==> config.mk <==
export PLATFORM = sky130hd
export DESIGN_NAME = battery_soc_estimator_unit_flat
export DESIGN_NICKNAME = d
export VERILOG_FILES = /design/src/rtl/bse_pkg.sv /design/src/rtl/bse_req_if.sv /design/src/rtl/bse_rsp_if.sv /design/src/rtl/battery_soc_estimator_unit.sv /design/src/rtl/bse_cfg.sv /design/src/rtl/bse_datapath.sv /design/src/rtl/bse_ctrl.sv /design/src/flat_wrapper.sv
export VERILOG_INCLUDE_DIRS = /design/src /design/src/rtl
export SDC_FILE = /design/constraint.sdc
export NUM_CORES = 2
export LEC_CHECK = 0
export BUFFER_PORTS_ARGS = -buffer_cell sky130_fd_sc_hd__buf_2
export CORE_UTILIZATION = 30
export DETAILED_ROUTE_END_ITERATION = 16
export PLACE_DENSITY = 0.53
export SLEW_MARGIN = 0
export SYNTH_ARGS = -nofsm -noshare
export SYNTH_HDL_FRONTEND = slang
export SYNTH_HIERARCHICAL = 1
export SYNTH_SLANG_ARGS = --single-unit
==> constraint.sdc <==
create_clock -name clk -period 12.6 [get_ports clk]
set_input_delay 1.89 -clock clk [delete_from_list [all_inputs] [get_ports clk]]
set_output_delay 1.89 -clock clk [all_outputs]
set_load 0.02 [all_outputs]
==> src/rtl/battery_soc_estimator_unit_macros.svh <==
// ----------------------------------------------------------------------------
// Assertion macros for the battery charge estimator
// Shared property shorthands; each expects clk and arst_n in scope.
// ----------------------------------------------------------------------------
`ifndef BATTERY_SOC_ESTIMATOR_UNIT_MACROS_SVH
`define BATTERY_SOC_ESTIMATOR_UNIT_MACROS_SVH

// Same-cycle implication.
`define BSE_ASSERT_IMP(lbl, ante, cons) \
	lbl: assert property (@(posedge clk) disable iff (!arst_n) (ante) |-> (cons)) \
		else $error("bse assertion failed");

// Next-cycle implication.
`define BSE_ASSERT_NEXT(lbl, ante, cons) \
	lbl: assert property (@(posedge clk) disable iff (!arst_n) (ante) |=> (cons)) \
		else $error("bse assertion failed");

`endif

==> src/rtl/bse_pkg.sv <==
// ----------------------------------------------------------------------------
// bse_pkg
// Types and constants shared by the charge estimator modules.
// ----------------------------------------------------------------------------
package bse_pkg;

	localparam int MODE_W     = 2;
	localparam int SAMPLE_W   = 12;
	localparam int IDX_W      = 4;
	localparam int VOLT_W     = 13;
	localparam int CHG_W      = 14;
	localparam int GAIN_W     = 16;
	localparam int OFFS_W     = 11;
	localparam int ALPHA_W    = 9;
	localparam int TSIZE_W    = 5;
	localparam int QUO_W      = 14;
	localparam int GAIN_FRAC  = 14;
	localparam int CFG_IDX_W  = 3;
	localparam int CFG_DATA_W = 16;

	localparam logic [MODE_W-1:0] MODE_LOAD   = 2'd0;
	localparam logic [MODE_W-1:0] MODE_SEED   = 2'd1;
	localparam logic [MODE_W-1:0] MODE_UPDATE = 2'd2;

	localparam logic [CHG_W-1:0]   FULL_CHARGE = 14'd10000;
	localparam logic [ALPHA_W-1:0] ALPHA_ONE   = 9'd256;

	typedef enum logic [CFG_IDX_W-1:0] {
		CFG_SCALE_GAIN  = 3'd0,
		CFG_OFFSET      = 3'd1,
		CFG_MIN_VALID   = 3'd2,
		CFG_MAX_VALID   = 3'd3,
		CFG_EMA_ALPHA   = 3'd4,
		CFG_TABLE_SIZE  = 3'd5,
		CFG_FLOOR_VOLT  = 3'd6
	} cfg_idx_t;

	typedef struct packed {
		logic [GAIN_W-1:0]        scale_gain;
		logic signed [OFFS_W-1:0] offset_mv;
		logic [VOLT_W-1:0]        min_valid_mv;
		logic [VOLT_W-1:0]        max_valid_mv;
		logic [ALPHA_W-1:0]       avg_weight;
		logic [TSIZE_W-1:0]       table_size;
		logic [VOLT_W-1:0]        floor_voltage_mv;
	} cfg_t;

	typedef enum logic [4:0] {
		OP_IDLE,
		OP_LOAD,
		OP_MUL_GAIN,
		OP_CORRECT,
		OP_LK_INIT_FLOOR,
		OP_LK_INIT_FILT,
		OP_LK_FIRST,
		OP_LK_LAST,
		OP_LK_MID,
		OP_LK_MIDCHK,
		OP_IP_MUL,
		OP_DIV_LOAD,
		OP_DIV_STEP,
		OP_IP_FIN,
		OP_SEED,
		OP_EMA_MUL,
		OP_EMA_ADD,
		OP_RM_SETUP,
		OP_RM_MUL,
		OP_RM_FIN
	} dp_op_t;

	typedef struct packed {
		logic   capture;
		dp_op_t op;
	} dp_cmd_t;

	typedef struct packed {
		logic [MODE_W-1:0] mode;
		logic              le_first;
		logic              ge_last;
		logic              span_gt1;
	} dp_sts_t;

endpackage

==> src/rtl/bse_req_if.sv <==
// ----------------------------------------------------------------------------
// bse_req_if
// Input item channel: valid/ready with the item fields.
// ----------------------------------------------------------------------------
interface bse_req_if;
	logic        valid;
	logic        ready;
	logic [1:0]  mode;
	logic [11:0] sample_mv;
	logic [3:0]  entry_index;
	logic [12:0] entry_voltage_mv;
	logic [13:0] entry_charge;

	modport source (output valid, mode, sample_mv, entry_index, entry_voltage_mv,
		entry_charge, input ready);
	modport sink (input valid, mode, sample_mv, entry_index, entry_voltage_mv,
		entry_charge, output ready);
endinterface

==> src/rtl/bse_rsp_if.sv <==
// ----------------------------------------------------------------------------
// bse_rsp_if
// Result channel: valid/ready with the result fields.
// ----------------------------------------------------------------------------
interface bse_rsp_if;
	logic        valid;
	logic        ready;
	logic [12:0] filtered_mv;
	logic [13:0] usable_charge;
	logic        sample_rejected;

	modport source (output valid, filtered_mv, usable_charge, sample_rejected,
		input ready);
	modport sink (input valid, filtered_mv, usable_charge, sample_rejected,
		output ready);
endinterface

==> src/rtl/battery_soc_estimator_unit.sv <==
// ----------------------------------------------------------------------------
// battery_soc_estimator_unit
// Battery charge estimator: corrected, filtered voltage to usable charge.
// ----------------------------------------------------------------------------
//  Channel  Direction  Transfer when        Payload
//  req      in         req.valid&req.ready  mode, sample, table entry
//  rsp      out        rsp.valid&rsp.ready  filtered_mv, usable_charge, rejected
//  cfg      in         cfg_we               cfg_index, cfg_data
//
//  One item at a time. A table load or the unused mode runs the gain and load
//  steps. An update runs correction, the filter, a lookup and the remap; a seed
//  runs correction, two lookups and the remap. A lookup stops at a table end or
//  else runs a binary search and an interpolation, using the one-port table
//  memory and the 14-step restoring divider shared by interpolation and remap.
//  Reset is asynchronous and needs no clearing pass; a result holds stable
//  while rsp.ready is low and no new item is taken until it transfers.
// ----------------------------------------------------------------------------
module battery_soc_estimator_unit #(
	parameter int TABLE_DEPTH          = 16,
	parameter int FILTER_FRACTION_BITS = 8
) (
	input  logic                            clk,
	input  logic                            arst_n,
	input  logic                            cfg_we,
	input  logic [bse_pkg::CFG_IDX_W-1:0]   cfg_index,
	input  logic [bse_pkg::CFG_DATA_W-1:0]  cfg_data,
	bse_req_if.sink                         req,
	bse_rsp_if.source                       rsp
);
	import bse_pkg::*;

	cfg_t    cfg;
	dp_cmd_t cmd;
	dp_sts_t sts;

	bse_cfg u_cfg (
		.clk    (clk),
		.arst_n (arst_n),
		.we     (cfg_we),
		.index  (cfg_index),
		.data   (cfg_data),
		.cfg    (cfg)
	);

	bse_ctrl u_ctrl (
		.clk       (clk),
		.arst_n    (arst_n),
		.in_valid  (req.valid),
		.in_ready  (req.ready),
		.out_valid (rsp.valid),
		.out_ready (rsp.ready),
		.cmd       (cmd),
		.sts       (sts)
	);

	bse_datapath #(
		.TABLE_DEPTH          (TABLE_DEPTH),
		.FILTER_FRACTION_BITS (FILTER_FRACTION_BITS)
	) u_dp (
		.clk              (clk),
		.arst_n           (arst_n),
		.cfg              (cfg),
		.cmd              (cmd),
		.sts              (sts),
		.mode             (req.mode),
		.sample_mv        (req.sample_mv),
		.entry_index      (req.entry_index),
		.entry_voltage_mv (req.entry_voltage_mv),
		.entry_charge     (req.entry_charge),
		.filtered_mv      (rsp.filtered_mv),
		.usable_charge    (rsp.usable_charge),
		.sample_rejected  (rsp.sample_rejected)
	);
endmodule

==> src/rtl/bse_cfg.sv <==
// ----------------------------------------------------------------------------
// bse_cfg
// Configuration register file with a plain indexed write port.
// ----------------------------------------------------------------------------
module bse_cfg (
	input  logic                             clk,
	input  logic                             arst_n,
	input  logic                             we,
	input  logic [bse_pkg::CFG_IDX_W-1:0]    index,
	input  logic [bse_pkg::CFG_DATA_W-1:0]   data,
	output bse_pkg::cfg_t                    cfg
);
	import bse_pkg::*;

	cfg_t cfg_q;

	always_ff @(posedge clk or negedge arst_n) begin
		if (!arst_n) begin
			cfg_q.scale_gain       <= 16'd32768;
			cfg_q.offset_mv        <= 11'sd0;
			cfg_q.min_valid_mv     <= 13'd2500;
			cfg_q.max_valid_mv     <= 13'd4500;
			cfg_q.avg_weight       <= 9'd26;
			cfg_q.table_size       <= 5'd2;
			cfg_q.floor_voltage_mv <= 13'd3300;
		end else if (we) begin
			case (cfg_idx_t'(index))
				CFG_SCALE_GAIN: cfg_q.scale_gain       <= data[GAIN_W-1:0];
				CFG_OFFSET:     cfg_q.offset_mv        <= $signed(data[OFFS_W-1:0]);
				CFG_MIN_VALID:  cfg_q.min_valid_mv     <= data[VOLT_W-1:0];
				CFG_MAX_VALID:  cfg_q.max_valid_mv     <= data[VOLT_W-1:0];
				CFG_EMA_ALPHA:  cfg_q.avg_weight       <= data[ALPHA_W-1:0];
				CFG_TABLE_SIZE: cfg_q.table_size       <= data[TSIZE_W-1:0];
				CFG_FLOOR_VOLT: cfg_q.floor_voltage_mv <= data[VOLT_W-1:0];
				default: ;
			endcase
		end
	end

	assign cfg = cfg_q;
endmodule

==> src/rtl/bse_datapath.sv <==
// ----------------------------------------------------------------------------
// bse_datapath
// Correction, filter, table memory, search, shared restoring divider, remap.
// ----------------------------------------------------------------------------
module bse_datapath #(
	parameter int TABLE_DEPTH          = 16,
	parameter int FILTER_FRACTION_BITS = 8
) (
	input  logic                           clk,
	input  logic                           arst_n,
	input  bse_pkg::cfg_t                  cfg,
	input  bse_pkg::dp_cmd_t               cmd,
	output bse_pkg::dp_sts_t               sts,
	input  logic [bse_pkg::MODE_W-1:0]     mode,
	input  logic [bse_pkg::SAMPLE_W-1:0]   sample_mv,
	input  logic [bse_pkg::IDX_W-1:0]      entry_index,
	input  logic [bse_pkg::VOLT_W-1:0]     entry_voltage_mv,
	input  logic [bse_pkg::CHG_W-1:0]      entry_charge,
	output logic [bse_pkg::VOLT_W-1:0]     filtered_mv,
	output logic [bse_pkg::CHG_W-1:0]      usable_charge,
	output logic                           sample_rejected
);
	import bse_pkg::*;

	localparam int F   = FILTER_FRACTION_BITS;
	localparam int AW  = (TABLE_DEPTH > 2) ? $clog2(TABLE_DEPTH) : 1;
	localparam int IXW = (AW + 1 > IDX_W) ? AW + 1 : IDX_W;
	localparam int FW  = VOLT_W + F;
	localparam int DW  = (FW > CHG_W) ? FW : CHG_W;
	localparam int PW  = DW + QUO_W;
	localparam int GPW = SAMPLE_W + GAIN_W;

	// Captured item.
	logic [MODE_W-1:0]   mode_q;
	logic [SAMPLE_W-1:0] sample_q;
	logic [IDX_W-1:0]    index_q;
	logic [VOLT_W-1:0]   ev_q;
	logic [CHG_W-1:0]    ec_q;

	// Table memory, one read port with registered data.
	logic [VOLT_W-1:0] tv_mem [TABLE_DEPTH];
	logic [CHG_W-1:0]  tc_mem [TABLE_DEPTH];
	logic [VOLT_W-1:0] rdv_q;
	logic [CHG_W-1:0]  rdc_q;
	logic [AW-1:0]     rd_addr;
	logic [IXW-1:0]    idx_ext;
	logic              wr_en;

	// Filter and sample state.
	logic [FW-1:0]     filt_q;
	logic [CHG_W-1:0]  floor_q;
	logic [GPW-1:0]    gprod_q;
	logic              ok_q;
	logic [FW-1:0]     x_q;

	// Lookup state.
	logic [FW-1:0]     v_q;
	logic [AW-1:0]     lo_q, hi_q, mid, last_addr;
	logic [VOLT_W-1:0] vlo_q, vhi_q;
	logic [CHG_W-1:0]  clo_q, chi_q, lkres_q;
	logic              up_q, den_zero_q;

	// Divider.
	logic [PW-1:0]     prod_q;
	logic [DW-1:0]     den_q, r_q;
	logic [QUO_W-1:0]  nq_q;
	logic [DW:0]       dv_t;
	logic              dv_ge;

	// Remap.
	logic [CHG_W-1:0]  anum_q, aden_q;
	logic              rm_zero_q, rm_sat_q;

	// Results.
	logic [VOLT_W-1:0] res_filt_q;
	logic [CHG_W-1:0]  res_usable_q;
	logic              res_rej_q;

	// Combinational helpers.
	logic [GPW-1:0]          rnd_sum;
	logic signed [15:0]      corr;
	logic                    ok_c;
	logic [ALPHA_W-1:0]      alpha_sat;
	logic [FW+ALPHA_W-1:0]   ema_a_prod, ema_b_prod;
	logic [FW+ALPHA_W:0]     ema_sum;
	logic [FW-1:0]           rdv_sh, vlo_sh, ip_diff, ip_den;
	logic [CHG_W-1:0]        ip_mag;
	logic [FW+CHG_W-1:0]     ip_prod;
	logic [AW:0]             lohi_sum, span;
	logic signed [CHG_W:0]   rm_num, rm_den;
	logic [CHG_W-1:0]        rm_anum, rm_aden;
	logic [2*CHG_W-1:0]      rm_prod;

	always_comb begin
		if (cfg.table_size < TSIZE_W'(2))
			last_addr = AW'(1);
		else if (int'(cfg.table_size) >= TABLE_DEPTH)
			last_addr = AW'(TABLE_DEPTH - 1);
		else
			last_addr = AW'(cfg.table_size - TSIZE_W'(1));
	end

	assign lohi_sum = {1'b0, lo_q} + {1'b0, hi_q};
	assign mid      = lohi_sum[AW:1];
	assign span     = {1'b0, hi_q} - {1'b0, lo_q};

	always_comb begin
		case (cmd.op)
			OP_LK_INIT_FLOOR, OP_LK_INIT_FILT: rd_addr = '0;
			OP_LK_FIRST:                       rd_addr = last_addr;
			default:                           rd_addr = mid;
		endcase
	end

	assign idx_ext = IXW'(index_q);
	assign wr_en   = (cmd.op == OP_LOAD) && (mode_q == MODE_LOAD) &&
		(idx_ext < IXW'(TABLE_DEPTH));

	always_ff @(posedge clk) begin
		if (wr_en) begin
			tv_mem[idx_ext[AW-1:0]] <= ev_q;
			tc_mem[idx_ext[AW-1:0]] <= ec_q;
		end
		rdv_q <= tv_mem[rd_addr];
		rdc_q <= tc_mem[rd_addr];
	end

	// Sample correction.
	assign rnd_sum = gprod_q + GPW'(1 << (GAIN_FRAC - 1));
	assign corr    = $signed({2'b00, rnd_sum[GPW-1:GAIN_FRAC]}) + 16'(cfg.offset_mv);
	assign ok_c    = (corr >= $signed({3'b000, cfg.min_valid_mv})) &&
		(corr <= $signed({3'b000, cfg.max_valid_mv}));

	// Moving average.
	assign alpha_sat  = (cfg.avg_weight > ALPHA_ONE) ? ALPHA_ONE : cfg.avg_weight;
	assign ema_b_prod = (ALPHA_ONE - alpha_sat) * filt_q;
	assign ema_sum    = (FW+ALPHA_W+1)'(prod_q) + (FW+ALPHA_W+1)'(ema_b_prod) +
		(FW+ALPHA_W+1)'(128);
	assign ema_a_prod = alpha_sat * x_q;

	// Search and interpolation.
	assign rdv_sh  = FW'(rdv_q) << F;
	assign vlo_sh  = FW'(vlo_q) << F;
	assign ip_diff = v_q - vlo_sh;
	assign ip_den  = FW'(vhi_q - vlo_q) << F;
	assign ip_mag  = (chi_q >= clo_q) ? (chi_q - clo_q) : (clo_q - chi_q);
	assign ip_prod = ip_diff * ip_mag;

	// Restoring divider step: one quotient bit per cycle.
	assign dv_t  = {r_q, nq_q[QUO_W-1]};
	assign dv_ge = dv_t >= {1'b0, den_q};

	// Remap operands; a quotient that would come out negative or zero is zero.
	assign rm_num  = $signed({1'b0, lkres_q}) - $signed({1'b0, floor_q});
	assign rm_den  = $signed({1'b0, FULL_CHARGE}) - $signed({1'b0, floor_q});
	assign rm_anum = rm_num[CHG_W] ? CHG_W'(-rm_num) : rm_num[CHG_W-1:0];
	assign rm_aden = rm_den[CHG_W] ? CHG_W'(-rm_den) : rm_den[CHG_W-1:0];
	assign rm_prod = anum_q * FULL_CHARGE;

	always_ff @(posedge clk) begin
		if (cmd.capture) begin
			mode_q   <= mode;
			sample_q <= sample_mv;
			index_q  <= entry_index;
			ev_q     <= entry_voltage_mv;
			ec_q     <= entry_charge;
		end
		case (cmd.op)
			OP_MUL_GAIN: gprod_q <= sample_q * cfg.scale_gain;
			OP_CORRECT: begin
				ok_q <= ok_c;
				x_q  <= ok_c ? (FW'(corr[VOLT_W-1:0]) << F) : '0;
			end
			OP_LK_INIT_FLOOR, OP_LK_INIT_FILT: begin
				v_q  <= (cmd.op == OP_LK_INIT_FLOOR) ? (FW'(cfg.floor_voltage_mv) << F)
					: filt_q;
				lo_q <= '0;
				hi_q <= last_addr;
			end
			OP_LK_FIRST: begin
				vlo_q   <= rdv_q;
				clo_q   <= rdc_q;
				lkres_q <= rdc_q;
			end
			OP_LK_LAST: begin
				vhi_q   <= rdv_q;
				chi_q   <= rdc_q;
				lkres_q <= rdc_q;
			end
			OP_LK_MIDCHK: begin
				if (rdv_sh <= v_q) begin
					lo_q  <= mid;
					vlo_q <= rdv_q;
					clo_q <= rdc_q;
				end else begin
					hi_q  <= mid;
					vhi_q <= rdv_q;
					chi_q <= rdc_q;
				end
			end
			OP_IP_MUL: begin
				prod_q     <= PW'(ip_prod);
				den_q      <= DW'(ip_den);
				den_zero_q <= (ip_den == '0);
				up_q       <= (chi_q >= clo_q);
			end
			OP_DIV_LOAD: begin
				r_q  <= prod_q[PW-1:QUO_W];
				nq_q <= prod_q[QUO_W-1:0];
			end
			OP_DIV_STEP: begin
				r_q  <= dv_ge ? DW'(dv_t - {1'b0, den_q}) : dv_t[DW-1:0];
				nq_q <= {nq_q[QUO_W-2:0], dv_ge};
			end
			OP_IP_FIN: begin
				if (den_zero_q)
					lkres_q <= clo_q;
				else if (up_q)
					lkres_q <= clo_q + nq_q;
				else
					lkres_q <= clo_q - nq_q;
			end
			OP_EMA_MUL: prod_q <= PW'(ema_a_prod);
			OP_RM_SETUP: begin
				anum_q    <= rm_anum;
				aden_q    <= rm_aden;
				rm_zero_q <= (rm_num == '0) || (rm_den == '0) || (rm_num[CHG_W] != rm_den[CHG_W]);
				rm_sat_q  <= (rm_anum >= rm_aden);
			end
			OP_RM_MUL: begin
				prod_q <= PW'(rm_prod);
				den_q  <= DW'(aden_q);
			end
			OP_RM_FIN: begin
				res_filt_q <= filt_q[FW-1 -: VOLT_W];
				res_rej_q  <= !ok_q;
				if (rm_zero_q)
					res_usable_q <= '0;
				else if (rm_sat_q)
					res_usable_q <= FULL_CHARGE;
				else
					res_usable_q <= nq_q;
			end
			OP_LOAD: begin
				res_filt_q   <= filt_q[FW-1 -: VOLT_W];
				res_usable_q <= '0;
				res_rej_q    <= 1'b0;
			end
			default: ;
		endcase
	end

	// Architectural state with a defined reset.
	always_ff @(posedge clk or negedge arst_n) begin
		if (!arst_n) begin
			filt_q  <= '0;
			floor_q <= '0;
		end else begin
			case (cmd.op)
				OP_SEED: begin
					floor_q <= lkres_q;
					if (ok_q)
						filt_q <= x_q;
				end
				OP_EMA_ADD: begin
					if (ok_q)
						filt_q <= ema_sum[FW+7:8];
				end
				default: ;
			endcase
		end
	end

	assign sts.mode     = mode_q;
	assign sts.le_first = (v_q <= rdv_sh);
	assign sts.ge_last  = (v_q >= rdv_sh);
	assign sts.span_gt1 = (span > (AW+1)'(1));

	assign filtered_mv     = res_filt_q;
	assign usable_charge   = res_usable_q;
	assign sample_rejected = res_rej_q;
endmodule

==> src/rtl/bse_ctrl.sv <==
// ----------------------------------------------------------------------------
// bse_ctrl
// Sequencer that steps the datapath through one item at a time.
// ----------------------------------------------------------------------------
`include "battery_soc_estimator_unit_macros.svh"

module bse_ctrl (
	input  logic              clk,
	input  logic              arst_n,
	input  logic              in_valid,
	output logic              in_ready,
	output logic              out_valid,
	input  logic              out_ready,
	output bse_pkg::dp_cmd_t  cmd,
	input  bse_pkg::dp_sts_t  sts
);
	import bse_pkg::*;

	localparam int CNT_W = $clog2(QUO_W);

	typedef enum logic [4:0] {
		S_IDLE, S_MUL_GAIN, S_CORRECT, S_LOAD, S_LK_INIT, S_LK_FIRST, S_LK_LAST,
		S_LK_MID, S_LK_MIDCHK, S_IP_MUL, S_DIV_LOAD, S_DIV_STEP, S_IP_FIN,
		S_SEED, S_EMA_MUL, S_EMA_ADD, S_RM_SETUP, S_RM_MUL, S_RM_FIN, S_DONE
	} state_t;

	state_t           state_q;
	logic             lk_floor_q;
	logic             div_rm_q;
	logic [CNT_W-1:0] cnt_q;
	state_t           after_lk;

	// Where a finished lookup goes: the floor lookup feeds the seed step.
	assign after_lk = lk_floor_q ? S_SEED : S_RM_SETUP;

	always_ff @(posedge clk or negedge arst_n) begin
		if (!arst_n) begin
			state_q    <= S_IDLE;
			lk_floor_q <= 1'b0;
			div_rm_q   <= 1'b0;
			cnt_q      <= '0;
		end else begin
			case (state_q)
				S_IDLE: if (in_valid) state_q <= S_MUL_GAIN;
				S_MUL_GAIN: begin
					if (sts.mode == MODE_SEED || sts.mode == MODE_UPDATE)
						state_q <= S_CORRECT;
					else
						state_q <= S_LOAD;
				end
				S_CORRECT: begin
					lk_floor_q <= (sts.mode == MODE_SEED);
					state_q    <= (sts.mode == MODE_SEED) ? S_LK_INIT : S_EMA_MUL;
				end
				S_LOAD:     state_q <= S_DONE;
				S_LK_INIT:  state_q <= S_LK_FIRST;
				S_LK_FIRST: state_q <= sts.le_first ? after_lk : S_LK_LAST;
				S_LK_LAST:  state_q <= sts.ge_last ? after_lk : S_LK_MID;
				S_LK_MID:   state_q <= sts.span_gt1 ? S_LK_MIDCHK : S_IP_MUL;
				S_LK_MIDCHK: state_q <= S_LK_MID;
				S_IP_MUL: begin
					div_rm_q <= 1'b0;
					state_q  <= S_DIV_LOAD;
				end
				S_DIV_LOAD: begin
					cnt_q   <= '0;
					state_q <= S_DIV_STEP;
				end
				S_DIV_STEP: begin
					cnt_q <= cnt_q + CNT_W'(1);
					if (cnt_q == CNT_W'(QUO_W - 1))
						state_q <= div_rm_q ? S_RM_FIN : S_IP_FIN;
				end
				S_IP_FIN: state_q <= after_lk;
				S_SEED: begin
					lk_floor_q <= 1'b0;
					state_q    <= S_LK_INIT;
				end
				S_EMA_MUL:  state_q <= S_EMA_ADD;
				S_EMA_ADD:  state_q <= S_LK_INIT;
				S_RM_SETUP: state_q <= S_RM_MUL;
				S_RM_MUL: begin
					div_rm_q <= 1'b1;
					state_q  <= S_DIV_LOAD;
				end
				S_RM_FIN: state_q <= S_DONE;
				S_DONE:   if (out_ready) state_q <= S_IDLE;
				default:  state_q <= S_IDLE;
			endcase
		end
	end

	always_comb begin
		cmd.capture = in_valid && in_ready;
		case (state_q)
			S_MUL_GAIN:  cmd.op = OP_MUL_GAIN;
			S_CORRECT:   cmd.op = OP_CORRECT;
			S_LOAD:      cmd.op = OP_LOAD;
			S_LK_INIT:   cmd.op = lk_floor_q ? OP_LK_INIT_FLOOR : OP_LK_INIT_FILT;
			S_LK_FIRST:  cmd.op = OP_LK_FIRST;
			S_LK_LAST:   cmd.op = OP_LK_LAST;
			S_LK_MID:    cmd.op = OP_LK_MID;
			S_LK_MIDCHK: cmd.op = OP_LK_MIDCHK;
			S_IP_MUL:    cmd.op = OP_IP_MUL;
			S_DIV_LOAD:  cmd.op = OP_DIV_LOAD;
			S_DIV_STEP:  cmd.op = OP_DIV_STEP;
			S_IP_FIN:    cmd.op = OP_IP_FIN;
			S_SEED:      cmd.op = OP_SEED;
			S_EMA_MUL:   cmd.op = OP_EMA_MUL;
			S_EMA_ADD:   cmd.op = OP_EMA_ADD;
			S_RM_SETUP:  cmd.op = OP_RM_SETUP;
			S_RM_MUL:    cmd.op = OP_RM_MUL;
			S_RM_FIN:    cmd.op = OP_RM_FIN;
			default:     cmd.op = OP_IDLE;
		endcase
	end

	assign in_ready  = (state_q == S_IDLE);
	assign out_valid = (state_q == S_DONE);

	`BSE_ASSERT_NEXT(a_accept_leaves_idle, in_valid && in_ready, state_q != S_IDLE)
	`BSE_ASSERT_NEXT(a_transfer_returns, out_valid && out_ready, in_ready)
	`BSE_ASSERT_IMP(a_div_count, state_q == S_DIV_STEP, cnt_q <= CNT_W'(QUO_W - 1))
	`BSE_ASSERT_NEXT(a_div_ends, state_q == S_DIV_STEP && cnt_q == CNT_W'(QUO_W - 1),
		state_q == S_RM_FIN || state_q == S_IP_FIN)
endmodule
==> src/flat_wrapper.sv <==
// flat-port wrapper written by rule: the top's interface ports become plain ports
module battery_soc_estimator_unit_flat import bse_pkg::*;
#(
	parameter int TABLE_DEPTH          = 16,
	parameter int FILTER_FRACTION_BITS = 8
)
  (clk, arst_n, cfg_we, cfg_index, cfg_data, req_valid, req_mode, req_sample_mv, req_entry_index, req_entry_voltage_mv, req_entry_charge, req_ready, rsp_valid, rsp_filtered_mv, rsp_usable_charge, rsp_sample_rejected, rsp_ready);
  bse_req_if req_i ();
  bse_rsp_if rsp_i ();
  input  logic clk;
  input  logic arst_n;
  input  logic cfg_we;
  input  logic [bse_pkg::CFG_IDX_W-1:0] cfg_index;
  input  logic [bse_pkg::CFG_DATA_W-1:0] cfg_data;
  input wire logic [$bits(req_i.valid)-1:0] req_valid;
  input wire logic [$bits(req_i.mode)-1:0] req_mode;
  input wire logic [$bits(req_i.sample_mv)-1:0] req_sample_mv;
  input wire logic [$bits(req_i.entry_index)-1:0] req_entry_index;
  input wire logic [$bits(req_i.entry_voltage_mv)-1:0] req_entry_voltage_mv;
  input wire logic [$bits(req_i.entry_charge)-1:0] req_entry_charge;
  output wire logic [$bits(req_i.ready)-1:0] req_ready;
  output wire logic [$bits(rsp_i.valid)-1:0] rsp_valid;
  output wire logic [$bits(rsp_i.filtered_mv)-1:0] rsp_filtered_mv;
  output wire logic [$bits(rsp_i.usable_charge)-1:0] rsp_usable_charge;
  output wire logic [$bits(rsp_i.sample_rejected)-1:0] rsp_sample_rejected;
  input wire logic [$bits(rsp_i.ready)-1:0] rsp_ready;
  assign req_i.valid = req_valid;
  assign req_i.mode = req_mode;
  assign req_i.sample_mv = req_sample_mv;
  assign req_i.entry_index = req_entry_index;
  assign req_i.entry_voltage_mv = req_entry_voltage_mv;
  assign req_i.entry_charge = req_entry_charge;
  assign req_ready = req_i.ready;
  assign rsp_valid = rsp_i.valid;
  assign rsp_filtered_mv = rsp_i.filtered_mv;
  assign rsp_usable_charge = rsp_i.usable_charge;
  assign rsp_sample_rejected = rsp_i.sample_rejected;
  assign rsp_i.ready = rsp_ready;
  battery_soc_estimator_unit #(.TABLE_DEPTH(TABLE_DEPTH), .FILTER_FRACTION_BITS(FILTER_FRACTION_BITS)) u_core (.clk(clk), .arst_n(arst_n), .cfg_we(cfg_we), .cfg_index(cfg_index), .cfg_data(cfg_data), .req(req_i), .rsp(rsp_i));
endmodule
==> results.cfg <==
[run_status]
status = finished clean

[timing]
fin_crit_sh_pct = 84.1
rsz0062_at_grt = false
slew_viol_final = 0
setup_slack_ns = 2.00
relSlewSlack_pct = 12.1
final.setup_skew_ns = 0.0915
hold_violations = 0
finalCriticalPeriod_ns = 10.60
max_freq_ghz = 0.0944
setup-tns-final_ns = 0
tightest_slew_ns = 1.31
setup_viol = 0

[synthesis]
syn_area_sq_um = 70600
ys_seq_elements = 907
synth_top_area_cell = edfxtp_1
synth_top_cells_by_area = edfxtp_1, fa_1, ha_1
yosys_warnings = 6
synth_top_area_share_pct = 32.1
synthesis.instances = 6765
seq_area_frac_synth_pct = 37.3
synth-main-ff-cell = edfxtp_1
synth_edf_count = 754
synth-async-reset-ratio_pct = 13.9
yosysUniqueCellTypes = 92
syn_area_per_cell_sq_um = 10.4

[cts]
cts.repair.resized = 0
cts_setup_buffers = 0
ctsLongestPathBuffers = 3
clkTransAtPathRegs_ns = 0.08
root_buffer = clkbuf_16
cts_inserted_buffers = 104
insertion_delay_ns = 0.78
hold_buffers = 0
cts_sinks = 907
htreeDepth = 3
cts_tree = yes

[worst_setup_path]
path_common_cell = fa_1
worstPathMaxFanout = 18
critPathRequiredTime_ns = 13.05
critical-path-top-delay-family = adder cells
crit_arrival_ns = 11.04
crit_slowest_cell = nor3_4
start_kind = flip-flop
criticalPathCategory = reg2reg
cp-end-kind = flip-flop
worst-path-buf-inv = 3
critical-path-max-stage-delay_ns = 0.74

[placed_design]
place_congestion = 0.883
place_ws_ns = 2.14
dp_hpwl_mm = 146
portBuffers = 98

[layout]
layout-drive-gt1-share_pct = 8.33
nets = 8045
multi_input_area_sq_um = 40000
num-fill-cells = 23521
fin_util_pct = 33.8
ff_latch_area_sq_um = 26400
area_growth_pct = 11.5

[floorplanning]
num_rows = 177
core_sq_um = 233000
fp.dieW_um = 487
design.die.area_sq_um = 237000
fp.dieH_um = 487
start_util_pct = 30.3
ioPinCount = 99

[routing]
vias_per_cell = 4.88
ant_nets = 0
vias = 48859
post-route-drc-count = 0
dr.pass1.iters = 6
wl_mm = 201
drt_iter0_drc = 3242
wl_per_cell_um = 20.1

[grt]
grt_pass1_wl_mm = 310
grt_pass1_vias = 50363
overflow = 0
grt_max_degree = 136
antenna_found_initial = 16
globalRouteTotalUtil_pct = 17.0

[hold_path]
min_path_type = reg2reg

[job]
drv_cap = 0
flip-flops by register name, indices dropped and copies added, names as in the netlist, 15 cells and up:
| register | count |
|---|---|
| u_core/u_dp/gprod_q | 15 |
| u_core/u_dp/filt_q | 21 |
| u_core/u_dp/den_q | 21 |
| u_core/u_dp/prod_q | 35 |
| u_core/u_cfg/cfg | 80 |
| u_core/u_dp/r_q | 21 |
| u_core/u_dp/v_q | 21 |
| u_core/u_dp/tv_mem | 208 |
| u_core/u_dp/tc_mem | 224 |
routing by layer:
layer	share of wire, %	GRT usage (%)	up-vias
met1	46	23.3	24869
met3	4.5	1.89	234
met4	2.4	4.58	10
met5	0.038	0	-
li1	-	-	22598
met2	47	28.3	1148
final timing paths:
check	start	endpoint	slack [ns]	cells past startpoint
setup / recovery	u_core/u_dp/clo_q[1]	u_core/u_dp/prod_q[32]	2.00	30
hold / removal	u_core/u_dp/rdc_q[13]	u_core/u_dp/clo_q[13]	0.44	0
setup reg to reg	u_core/u_dp/clo_q[1]	u_core/u_dp/prod_q[32]	2.00	30
hold reg to reg	u_core/u_dp/rdc_q[13]	u_core/u_dp/clo_q[13]	0.44	0
max in group asynchronous	arst_n	u_core/u_cfg/cfg[56]	9.72	3
min in group asynchronous	arst_n	u_core/u_dp/floor_q[12]	1.00	1
stage by stage:
step | hold slack [ns] | std cells | instance area [sq um]
2_1_floorplan | 0.420 | 6783 | 70700
3_3_place_gp | 0.437 | 9823 | 75000
3_5_place_dp | 0.454 | 9823 | 75000
4_1_cts | 0.450 | 10020 | 78800
5_1_grt | 0.466 | 10020 | 78800
6_report | 0.439 | 10022 | 78800
area by class of cell:
cell class	count	area share, %
inverters	931	4.44
repair buffers	189	1.55
flip-flops and latches	907	33.5
diodes	2	0.00635
multi-input cells	4664	50.8
well taps	3132	4.98
clock buffers	125	3.49
clock inverters	72	1.31
synthesized netlist by cell type (10+ instances only):
cell type,n
nor2_1,240
nor4_1,26
buf_2,14
o31ai_1,19
dfxtp_1,27
a311oi_1,30
and3_1,76
o221ai_1,10
o21a_1,35
a21oi_1,217
mux2i_1,84
o21bai_1,21
xnor2_1,159
or3_1,30
o22ai_1,19
or2_2,19
a211oi_1,75
o2111ai_1,11
buf_1,19
fa_1,659
xor2_1,95
o21ai_0,185
inv_1,928
dfrtp_1,105
ha_1,520
nor2b_1,64
nand3_1,166
edfxtp_1,754
o211ai_1,15
dfstp_2,21
a22oi_1,12
nand2b_1,61
a21o_1,55
nor3_1,80
and2_1,299
clkbuf_1,238
mux2_2,101
nand2_1,1043
nand4_1,23
a31oi_1,48
logic make-up after synthesis:
kind of cell    Yosys count  synth area share (%)
compound gates          851                  7.78
xor+xnor                254                  3.15
fa+ha+maj              1179                  27.9
buf+inv                1212                  6.53
flops                   907                  37.3
mux                     185                  2.80
other cells               2                0.0106
simple gates           2175                  14.5
cells in the final DEF (no fill, tap or decap), types with 63 or more instances in the layout:
master / instances
nor3_1: 75
buf_2: 97
nand3_1: 166
xor2_1: 95
nor2_1: 224
o21ai_0: 185
fa_1: 659
a211oi_1: 75
ha_1: 520
buf_4: 88
nor2b_1: 63
edfxtp_1: 754
nand2_1: 1041
xnor2_1: 154
inv_1: 928
mux2i_1: 84
dfrtp_1: 105
clkbuf_16: 104
and3_1: 74
a21oi_1: 216
and2_1: 299
mux2_2: 101
Power is not shown: default switching activity piles up to over one toggle a cycle in this logic, so the estimate is an artifact.
